### src/sv/jdm_pkg.sv
package jdm_pkg;

  typedef enum logic [2:0] {
    MODE_STOP = 3'd0,
    MODE_FWD  = 3'd1,
    MODE_BACK = 3'd2,
    MODE_CCW  = 3'd3,
    MODE_CW   = 3'd4
  } motion_t;

  // lamp bits: bit0..3 drive port bits 2,3,5,6
  localparam logic [3:0] LAMP_P2  = 4'b0001;
  localparam logic [3:0] LAMP_P3  = 4'b0010;
  localparam logic [3:0] LAMP_P5  = 4'b0100;
  localparam logic [3:0] LAMP_P6  = 4'b1000;
  localparam logic [3:0] LAMP_OFF = 4'b0000;

  localparam logic [15:0] TURN_PAIR_LIMIT_RST = 16'd10;

  typedef struct packed {
    logic [31:0] wheel_a_capture;
    logic [31:0] wheel_b_capture;
    logic        btn_up;
    logic        btn_center;
    logic        btn_left;
    logic        btn_down;
    logic        btn_right;
  } jdm_in_t;

  typedef struct packed {
    logic [2:0]  motion_out;
    logic [3:0]  led_out;
    logic [31:0] wheel_a_width_out;
    logic [31:0] wheel_b_width_out;
    logic        wheel_a_capture_edge;
    logic        wheel_b_capture_edge;
  } jdm_out_t;

  // per-wheel status towards the result and the mode logic
  typedef struct packed {
    logic [31:0] width;
    logic        edge_sel;
    logic        turn_end;
  } jdm_wheel_t;

endpackage

### src/sv/jdm_wheel.sv
module jdm_wheel (
  input  logic                clk,
  input  logic                rst_n,
  input  logic                step,
  input  logic [31:0]         capture,
  input  logic [15:0]         pair_limit,
  input  logic                clear_edges,
  output jdm_pkg::jdm_wheel_t status
);
  import jdm_pkg::*;

  logic [31:0] prev_r, prev_nxt;
  logic [31:0] edges_r, edges_nxt;
  logic [31:0] width_r, width_nxt;
  logic        sel_r, sel_nxt;
  logic [31:0] edges_trk;
  logic [31:0] edges_inc;

  assign edges_inc = edges_r + 32'd1;

  always_comb begin
    prev_nxt  = prev_r;
    edges_trk = edges_r;
    width_nxt = width_r;
    sel_nxt   = sel_r;
    if (capture != prev_r) begin
      edges_trk = edges_inc;
      if (!edges_inc[0]) begin
        // even count: pulse width valid from the second pair on
        if (edges_inc > 32'd2) begin
          width_nxt = capture - prev_r;
        end
        sel_nxt = 1'b0;
      end else begin
        sel_nxt = 1'b1;
      end
      prev_nxt = capture;
    end
    edges_nxt = clear_edges ? '0 : edges_trk;
  end

  assign status.width    = width_nxt;
  assign status.edge_sel = sel_nxt;
  assign status.turn_end = edges_trk[31:1] > {15'd0, pair_limit};

  always_ff @(posedge clk) begin
    if (!rst_n) begin
      prev_r  <= '0;
      edges_r <= '0;
      width_r <= '0;
      sel_r   <= 1'b0;
    end else if (step) begin
      prev_r  <= prev_nxt;
      edges_r <= edges_nxt;
      width_r <= width_nxt;
      sel_r   <= sel_nxt;
    end
  end

endmodule

### src/sv/jdm_mode.sv
module jdm_mode (
  input  logic                clk,
  input  logic                rst_n,
  input  logic                step,
  input  jdm_pkg::jdm_in_t    item,
  input  logic                cw_end,
  input  logic                ccw_end,
  output jdm_pkg::motion_t    motion,
  output logic [3:0]          led,
  output logic                clear_edges
);
  import jdm_pkg::*;

  motion_t    motion_r, motion_nxt;
  logic [3:0] led_r, led_nxt;
  logic       started_r, started_nxt;
  logic       rlamp_r, rlamp_nxt;
  logic       llamp_r, llamp_nxt;
  motion_t    m_turn;

  // turn end, then blink, then the buttons by priority
  always_comb begin
    m_turn      = motion_r;
    led_nxt     = led_r;
    rlamp_nxt   = rlamp_r;
    llamp_nxt   = llamp_r;
    started_nxt = started_r;
    clear_edges = 1'b0;
    if (cw_end && (m_turn == MODE_CW)) begin
      m_turn  = MODE_STOP;
      led_nxt = LAMP_OFF;
    end
    if (ccw_end && (m_turn == MODE_CCW)) begin
      m_turn  = MODE_STOP;
      led_nxt = LAMP_OFF;
    end
    if (m_turn == MODE_CW) begin
      led_nxt   = rlamp_r ? LAMP_OFF : (LAMP_P3 | LAMP_P6);
      rlamp_nxt = !rlamp_r;
    end
    if (m_turn == MODE_CCW) begin
      led_nxt   = llamp_r ? LAMP_OFF : (LAMP_P2 | LAMP_P5);
      llamp_nxt = !llamp_r;
    end
    motion_nxt = m_turn;

    if (item.btn_up) begin
      started_nxt = 1'b1;
      motion_nxt  = MODE_FWD;
      led_nxt     = LAMP_P2 | LAMP_P3;
    end else if (item.btn_center) begin
      started_nxt = 1'b1;
      motion_nxt  = MODE_STOP;
      led_nxt     = LAMP_OFF;
    end else if (item.btn_left) begin
      if (started_r) begin
        llamp_nxt   = 1'b1;
        motion_nxt  = MODE_CCW;
        led_nxt     = LAMP_P2 | LAMP_P5;
        clear_edges = 1'b1;
      end
    end else if (item.btn_down) begin
      if (started_r) begin
        motion_nxt = MODE_BACK;
        led_nxt    = LAMP_P5 | LAMP_P6;
      end
    end else if (item.btn_right) begin
      rlamp_nxt   = 1'b1;
      started_nxt = 1'b1;
      motion_nxt  = MODE_CW;
      led_nxt     = LAMP_P3 | LAMP_P6;
      clear_edges = 1'b1;
    end
  end

  assign motion = motion_nxt;
  assign led    = led_nxt;

  always_ff @(posedge clk) begin
    if (!rst_n) begin
      motion_r  <= MODE_STOP;
      led_r     <= LAMP_OFF;
      started_r <= 1'b0;
      rlamp_r   <= 1'b0;
      llamp_r   <= 1'b0;
    end else if (step) begin
      motion_r  <= motion_nxt;
      led_r     <= led_nxt;
      started_r <= started_nxt;
      rlamp_r   <= rlamp_nxt;
      llamp_r   <= llamp_nxt;
    end
  end

endmodule

### src/sv/joystick_drive_mode_with_turn_odometry.sv
// Channel | Direction | Handshake            | Beat payload
// in_     | input     | in_valid / in_stall   | jdm_in_t  : two captures, five buttons
// out_    | output    | out_valid / out_stall | jdm_out_t : mode, lamps, widths, edges
// cfg_    | input     | cfg_we                | cfg_wdata : turn_pair_limit
//
// One beat in and one beat out per cycle while out_stall is low; each beat passes the
// input register, then the mode/odometry update into the result register.
// The input register refills while a finished result waits, so both sides
// run at full rate unless out_stall holds the result register.
// Synchronous active-low reset clears valid flags, wheel and mode state; turn_pair_limit resets to 10.
// in_stall rises only while both the input and the result register are held.
module joystick_drive_mode_with_turn_odometry (
  input  logic              clk,
  input  logic              rst_n,
  input  logic              in_valid,
  output logic              in_stall,
  input  jdm_pkg::jdm_in_t  in_item,
  output logic              out_valid,
  input  logic              out_stall,
  output jdm_pkg::jdm_out_t out_item,
  input  logic              cfg_we,
  input  logic [15:0]       cfg_wdata
);
  import jdm_pkg::*;

  // input register
  logic       in_vld_r;
  jdm_in_t    in_item_r;
  // result register
  logic       out_vld_r;
  jdm_out_t   out_item_r, out_item_nxt;
  // configuration
  logic [15:0] limit_r;

  logic       step;
  jdm_wheel_t wheel_a, wheel_b;
  motion_t    motion;
  logic [3:0] led;
  logic       clear_edges;

  // the held beat moves on when the result register is free or being drained
  assign step     = in_vld_r && (!out_vld_r || !out_stall);
  assign in_stall = in_vld_r && out_vld_r && out_stall;

  always_ff @(posedge clk) begin
    if (!rst_n) begin
      limit_r <= TURN_PAIR_LIMIT_RST;
    end else if (cfg_we) begin
      limit_r <= cfg_wdata;
    end
  end

  always_ff @(posedge clk) begin
    if (!rst_n) begin
      in_vld_r <= 1'b0;
    end else if (!in_stall) begin
      in_vld_r <= in_valid;
    end
  end

  always_ff @(posedge clk) begin
    if (!in_stall) begin
      in_item_r <= in_item;
    end
  end

  // wheel A ends clockwise turns, wheel B counterclockwise ones
  jdm_wheel u_wheel_a (
    .clk         (clk),
    .rst_n       (rst_n),
    .step        (step),
    .capture     (in_item_r.wheel_a_capture),
    .pair_limit  (limit_r),
    .clear_edges (clear_edges),
    .status      (wheel_a)
  );

  jdm_wheel u_wheel_b (
    .clk         (clk),
    .rst_n       (rst_n),
    .step        (step),
    .capture     (in_item_r.wheel_b_capture),
    .pair_limit  (limit_r),
    .clear_edges (clear_edges),
    .status      (wheel_b)
  );

  jdm_mode u_mode (
    .clk         (clk),
    .rst_n       (rst_n),
    .step        (step),
    .item        (in_item_r),
    .cw_end      (wheel_a.turn_end),
    .ccw_end     (wheel_b.turn_end),
    .motion      (motion),
    .led         (led),
    .clear_edges (clear_edges)
  );

  always_comb begin
    out_item_nxt.motion_out           = motion;
    out_item_nxt.led_out              = led;
    out_item_nxt.wheel_a_width_out    = wheel_a.width;
    out_item_nxt.wheel_b_width_out    = wheel_b.width;
    out_item_nxt.wheel_a_capture_edge = wheel_a.edge_sel;
    out_item_nxt.wheel_b_capture_edge = wheel_b.edge_sel;
  end

  always_ff @(posedge clk) begin
    if (!rst_n) begin
      out_vld_r <= 1'b0;
    end else if (step) begin
      out_vld_r <= 1'b1;
    end else if (!out_stall) begin
      out_vld_r <= 1'b0;
    end
  end

  always_ff @(posedge clk) begin
    if (step) begin
      out_item_r <= out_item_nxt;
    end
  end

  assign out_valid = out_vld_r;
  assign out_item  = out_item_r;

  // in_stall only when a beat is held on both sides
  a_stall_cause: assert property (@(posedge clk) disable iff (!rst_n)
    in_stall |-> (in_vld_r && out_valid))
    else $error("in_stall without a held beat");

  // every processed beat shows up as a result next cycle
  a_step_result: assert property (@(posedge clk) disable iff (!rst_n)
    step |=> out_valid)
    else $error("processed beat lost");

  // motion code stays in range
  a_motion_range: assert property (@(posedge clk) disable iff (!rst_n)
    out_valid |-> (out_item.motion_out <= MODE_CW))
    else $error("motion code out of range");

  // forward always shows the forward lamp pair
  a_fwd_lamps: assert property (@(posedge clk) disable iff (!rst_n)
    (out_valid && (out_item.motion_out == MODE_FWD)) |->
      (out_item.led_out == (LAMP_P2 | LAMP_P3)))
    else $error("forward without forward lamps");

endmodule

### config.mk
export PLATFORM = sky130hd
export DESIGN_NAME = joystick_drive_mode_with_turn_odometry
export DESIGN_NICKNAME = d
export VERILOG_FILES = /design/src/sv/jdm_pkg.sv /design/src/sv/jdm_wheel.sv /design/src/sv/jdm_mode.sv /design/src/sv/joystick_drive_mode_with_turn_odometry.sv
export SDC_FILE = /design/constraint.sdc
export NUM_CORES = 1
export LEC_CHECK = 0
export ABC_CLOCK_PERIOD_IN_PS = 8900
export BUFFER_PORTS_ARGS = -buffer_cell sky130_fd_sc_hd__buf_2
export CAP_MARGIN = 10
export CORE_UTILIZATION = 29
export DETAILED_ROUTE_END_ITERATION = 8
export GPL_ROUTABILITY_DRIVEN = 0
export HOLD_SLACK_MARGIN = 0.02
export MAX_ROUTING_LAYER = met4
export PLACE_DENSITY_LB_ADDON = 0.12
export SETUP_SLACK_MARGIN = 0.02
export SYNTH_ARGS = -nofsm -noshare
export SYNTH_HDL_FRONTEND = slang
export SYNTH_SLANG_ARGS = --single-unit
export TNS_END_PERCENT = 5
### constraint.sdc
create_clock -name clk -period 8.9 [get_ports clk]
set_input_delay 1.78 -clock clk [delete_from_list [all_inputs] [get_ports clk]]
set_output_delay 1.78 -clock clk [all_outputs]
set_load 0.05 [all_outputs]
After elaboration in Yosys (flattened, before gate mapping) --
Cells that the tools add are included. W data, S select, Z words.
Cells by class: $add $sub $neg 4, $lt $le $gt $ge 4, equal/unequal tests 9, multiplexer cells 60, reductions and logical operators 18
Operators with widths (count):
- $mux W32 | 10
- $add A32 B1 Y32 const B | 2
- $gt A32 B2 Y1 const B | 2
- $ne A32 B32 Y1 | 2
- $sub A32 B32 Y32 | 2
- $gt A31 B16 Y1 | 2
- $mux W4 | 12
- $mux W3 | 10
- $mux W1 | 28
- $reduce_and A2 Y1 | 4
- $eq A3 B2 Y1 const B | 2
- $eq A3 B3 Y1 const B | 2
- $ne A3 B1 Y1 const B | 2
- $logic_and A1 B1 Y1 | 5
- $logic_not A1 Y1 | 4
- $reduce_and A4 Y1 | 1
- $reduce_bool A2 Y1 | 2
- $reduce_bool A3 Y1 | 1
- $ne A2 B1 Y1 const B | 1
- $logic_or A1 B1 Y1 | 1
Word-level totals: register bits 364, word-level logic and storage cells 126

Logic depth before layout (Yosys ltp) --
word-level depth 16, gate-level depth with buffers 21, gate-level depth less buffers 19

By module --
A second synthesis with hierarchy kept.
Second synthesis, totals: cell total of the unflattened synthesis 2361, area total of the unflattened synthesis 21012.7 µm²
Modules (own cells, without submodules):
- jdm_wheel (u_wheel_a) | times used 1, cells each 1054, area each 7830.0 µm²
- jdm_wheel (u_wheel_b) | times used 1, cells each 1010, area each 7512.2 µm²
- joystick_drive_mode_with_turn_odometry | times used 1, cells each 201, area each 4951.0 µm²
- jdm_mode | times used 1, cells each 96, area each 719.4 µm²

Worst setup path after synthesis --
No wires, ideal clock.
path type input -> output, start point input port out_stall, end point output port in_stall, arrival 4.512 ns, data required time 7.120 ns, path slack 2.608 ns, stages 2, buffers on the path 0, cells stage by stage nand3_1 -> inv_1
On the way: longest elaborated chain between the ends 1
RTL lines:
- start, declared | line joystick_drive_mode_with_turn_odometry.sv:19 | input logic out_stall,
- $logic_and A1 B1 Y1 | line joystick_drive_mode_with_turn_odometry.sv:43 | assign in_stall = in_vld_r && out_vld_r && out_stall;
- end, declared | line joystick_drive_mode_with_turn_odometry.sv:16 | output logic in_stall,
No other way between the ends.

Worst setup path in the final report --
start point register in_item_r[23] (netlist name), end point register out_item_r (netlist bit out_item[67]), data pin
On the way: longest elaborated chain between the ends 13, elaborated cells on any way between the ends 17
RTL lines:
- start, declared | line joystick_drive_mode_with_turn_odometry.sv:28 | jdm_in_t in_item_r;
- start signal, assigned | line joystick_drive_mode_with_turn_odometry.sv:63 | in_item_r <= in_item;
- $ne A32 B32 Y1 (*) | line jdm_wheel.sv:26 | if (capture != prev_r) begin
- $mux W32 (*) | line jdm_wheel.sv:26
- $gt A31 B16 Y1 (*) | line jdm_wheel.sv:44 | assign status.turn_end = edges_trk[31:1] > {15'd0, pair_limit};
- $logic_and A1 B1 Y1 (*) | line jdm_mode.sv:33 | if (ccw_end && (m_turn == MODE_CCW)) begin
- $mux W3 | line jdm_mode.sv:33
- $eq A3 B3 Y1 | line jdm_mode.sv:37 | if (m_turn == MODE_CW) begin
- $mux W4 | line jdm_mode.sv:37
- $mux W4 (*) | line jdm_mode.sv:41 | if (m_turn == MODE_CCW) begin
- $mux W4 (on tied branches) | line jdm_mode.sv:67, jdm_mode.sv:63
- $mux W4 | line jdm_mode.sv:62 | end else if (item.btn_down) begin
- $mux W4 (*) | line jdm_mode.sv:55 | end else if (item.btn_left) begin
- $mux W4 (*) | line jdm_mode.sv:51 | end else if (item.btn_center) begin
- $mux W4 (*) | line jdm_mode.sv:47 | if (item.btn_up) begin
- named net led[1] | line joystick_drive_mode_with_turn_odometry.sv:38 | logic [3:0] led;
- end signal, assigned | line joystick_drive_mode_with_turn_odometry.sv:121 | out_item_r <= out_item_nxt;
- end, declared | line joystick_drive_mode_with_turn_odometry.sv:31 | jdm_out_t out_item_r, out_item_nxt;
Mark *: on every way through the listed nets, which the timed path passes. The rest lies on a longest branch. The select of a mux whose other input is x is not followed. A chain may end at the register's enable or synchronous reset.

==> qor.yml <==
status:
  status: "finished, final reports clean"
clock_network:
  cts_max_level: 2
  clockRootBuffer: "clkbuf_16"
  cts_tree: "built"
  cts_buffer_depth: 3
  cts_resized: 0
  numCtsBuffers: 45
  cts_setup_buffers: 0
  clkTransAtPathRegs_ns: 0.06
  clock_sinks: 364
  clkLatencyLatePin_ns: 0.59
  cts_hold_buf: 0
timing:
  final.period_utilization_pct: 66.54
  hold_violations: 0
  rsz0062_at_grt: "false"
  finalSetupViolCount: 0
  slew_viol_final: 0
  setup_tns_ns: 0
  whs_ns: 0.4518
  max_freq_mhz: 168.9
  slew_headroom_pct: 26.57
  fin_worst_skew_ns: 0.01917
  worstMarginPinSlew_ns: 1.101
  period_needed_ns: 5.922
synth:
  synth.top_cell.area_share_pct: 21.91
  synth_top_area_cell: "dfxtp_1"
  synth_area_leaders: "dfxtp_1 (22%), edfxtp_1 (21%), nand2_1 (6.4%), ha_1 (6.0%), a21oi_1 (5.1%)"
  yosys_warnings: 0
  syn_inst: 2293
  synthArstFlopShare_pct: 0
  synth_area_per_cell_um2: 8.846
  synth-edff-count: 142
  synth_fp_nets: 2483
  synth-seq-area-share_pct: 42.93
  synth-seq-cells: 364
  synth_area_um2: 20280
  yosys_most_used_dff: "dfxtp_1"
  synth_cell_types: 81
routing:
  viasPerCell: 5.046
  wire_per_inst_um: 18.37
  ant_nets: 0
  vias: 16930
  dr.max_layer_used: "met4"
  post-route-drc-count: 0
  drt_pass1_iterations: 5
  wl_met1_um: 29490
  drt_iter0_markers: 1032
  dr_wl_met3_um: 3093
  dr_wl_met2_um: 27710
  wl_um: 61630
power_and_ir_drop:
  p_per_area_nw_per_um2: 184.5
  leakage_nw: 8.577
  ir_drop_mv: 0.1285
critical_path:
  cp.required_ns: 9.34
  r2r-start: "in_item_r[23]$_DFFE_PN_"
  worstSetupPathType: "flip-flop to flip-flop"
  crit_fanout: 15
  crit_start: "in_item_r[23]$_DFFE_PN_"
  crit_path_start_kind: "flip-flop"
  crit_arrival_ns: 6.36
  endpoint_kind: "flip-flop"
place:
  portBuffers: 164
  hpwl_um: 42340
global_routing:
  overflow: 0
  grt_pass1_wl_um: 95930
  grt_pass1_vias: 16410
  grt_max_degree: 79
  antenna_found_initial: 7
  track_usage_pct: 17.71
finish:
  multi_input_area_um2: 10650
  area_delta_synth_final_pct: 15.38
  nFillCells: 7196
  layout.area.seq_um2: 8708
  drive_above_1_share_pct: 14.40
  fin_util_pct: 33.94
  final_cell_mix: "nand2_1 (344), dfxtp_1 (222), a21oi_1 (207)"
  final_common_cell: "nand2_1"
  finalNetCount: 2571
floorplan:
  ioPinCount: 165
  die_height_um: 266.5
  chipWidth_um: 266.5
  start_util_pct: 29.42
  dieArea_um2: 71000
  rows: 96
  coreArea_um2: 68950
min_path:
  worstHoldStart: "u_wheel_a.width_r[2]$_SDFFE_PN0P_"
  hold_class: "flip-flop to flip-flop"
flow_run:
  maxCapViolCount: 0
==> metal layers <==
metal,global-route usage [%],vias to the layer above
met2,27.50,335
met3,3.220,86
met4,4.489,0
li1,-,8399
met5,-,-
met1,23.66,8110
==> worst max-delay path, cell delays in order (launching register included) <==
cell and delay (ns):
edfxtp_1 0.41, ha_1 0.43, nand4_1 0.19, nor4_1 0.56, nand4_1 0.77, nand2_1 0.44, nor3_1 0.10, xor2_1 0.17
ha_1 0.31, nand4_1 0.13, or2_2 0.33, o32a_1 0.34, o31ai_1 0.13, o2111ai_1 0.18, nor4_1 0.53, a21boi_1 0.23
o32ai_1 0.23, a31oi_1 0.13, o21bai_1 0.16
==> kinds of logic after synthesis <==
family	synth area share (%)
AND/OR/NAND/NOR	20.57
AO/OA/AOI/OAI	15.71
flip-flops	42.93
buffers and inverters	4.830
XOR/XNOR	5.225
adder cells (fa/ha/maj)	6.243
multiplexers	4.485
==> power by group <==
part / switching (mW) / leakage, nW / internal (mW) / total, mW
combinational: 0.372 / 4.61 / 0.194 / 0.566
sequential: 0.0378 / 3.23 / 1.80 / 1.83
clock: 0.757 / 0.741 / 1.16 / 1.92
==> through the flow <==
step / cells / setup WS [ns] / instance area, um2 / power [mW]
finish: 3355 / 2.978 / 23400 / 4.317
global route: 3355 / 2.387 / 23400 / 4.510
CTS: 3348 / 2.847 / 23390 / 4.391
detailed placement: 3265 / 2.884 / 21860 / 2.441
global placement: 3265 / 3.070 / 21860 / 2.438
floorplan: 2293 / 2.608 / 20280 / 2.264
==> state kept, by name (all words and copies together) (netlist names), 3 cells and up <==
name	count
u_wheel_b.width_r	32
in_item_r	69
u_wheel_a.edges_r	32
u_wheel_b.edges_r	32
limit_r	16
out_item	73
u_wheel_a.prev_r	32
u_mode.motion_r	3
u_wheel_a.width_r	32
u_mode.led_r	4
u_wheel_b.prev_r	32
==> layout make-up <==
| cell class | instances | area share (%) |
|---|---|---|
| Antenna cell | 7 | 0.07485 |
| Clock buffer | 62 | 5.346 |
| Clock inverter | 21 | 1.192 |
| Inverter | 97 | 1.599 |
| Multi-Input combinational cell | 1690 | 45.49 |
| Sequential cell | 364 | 37.21 |
| Tap cell | 931 | 4.977 |
| Timing Repair Buffer | 183 | 4.117 |
==> cells in the mapped netlist, types with 8 or more instances <==
master and number:
a22oi_1 26, edfxtp_1 142, o21bai_1 8, nor4_1 18, and3_1 16, mux2_4 23
a21o_1 28, or3_1 12, o31ai_1 15, xnor2_1 81, buf_1 9, ha_1 98
o211ai_1 12, mux2i_1 17, nand4_1 53, nand2b_1 8, o21ai_0 81, dfxtp_1 222
mux2_2 35, nor2_1 202, o21a_1 12, and2_1 18, o22ai_1 8, nand3_1 60
a211oi_1 24, nor2b_1 11, a311oi_1 12, clkbuf_1 93, buf_2 31, xor2_1 40
and4_1 26, nand2_1 345, inv_1 96, nor3_1 67, a31oi_1 22, a21oi_1 207
or2_2 10
==> path summary, 6_finish.rpt <==
kind | end | cells past startpoint | slack (ns)
hold reg to reg | u_wheel_a.width_r[2]$_SDFFE_PN0P_ | 2 | 0.45
hold / removal | u_wheel_a.width_r[2]$_SDFFE_PN0P_ | 2 | 0.45
setup / recovery | out_item[67]$_DFFE_PP_ | 18 | 2.98
setup reg to reg | out_item[67]$_DFFE_PP_ | 18 | 2.98
Power figures use the tool's default switching activity.
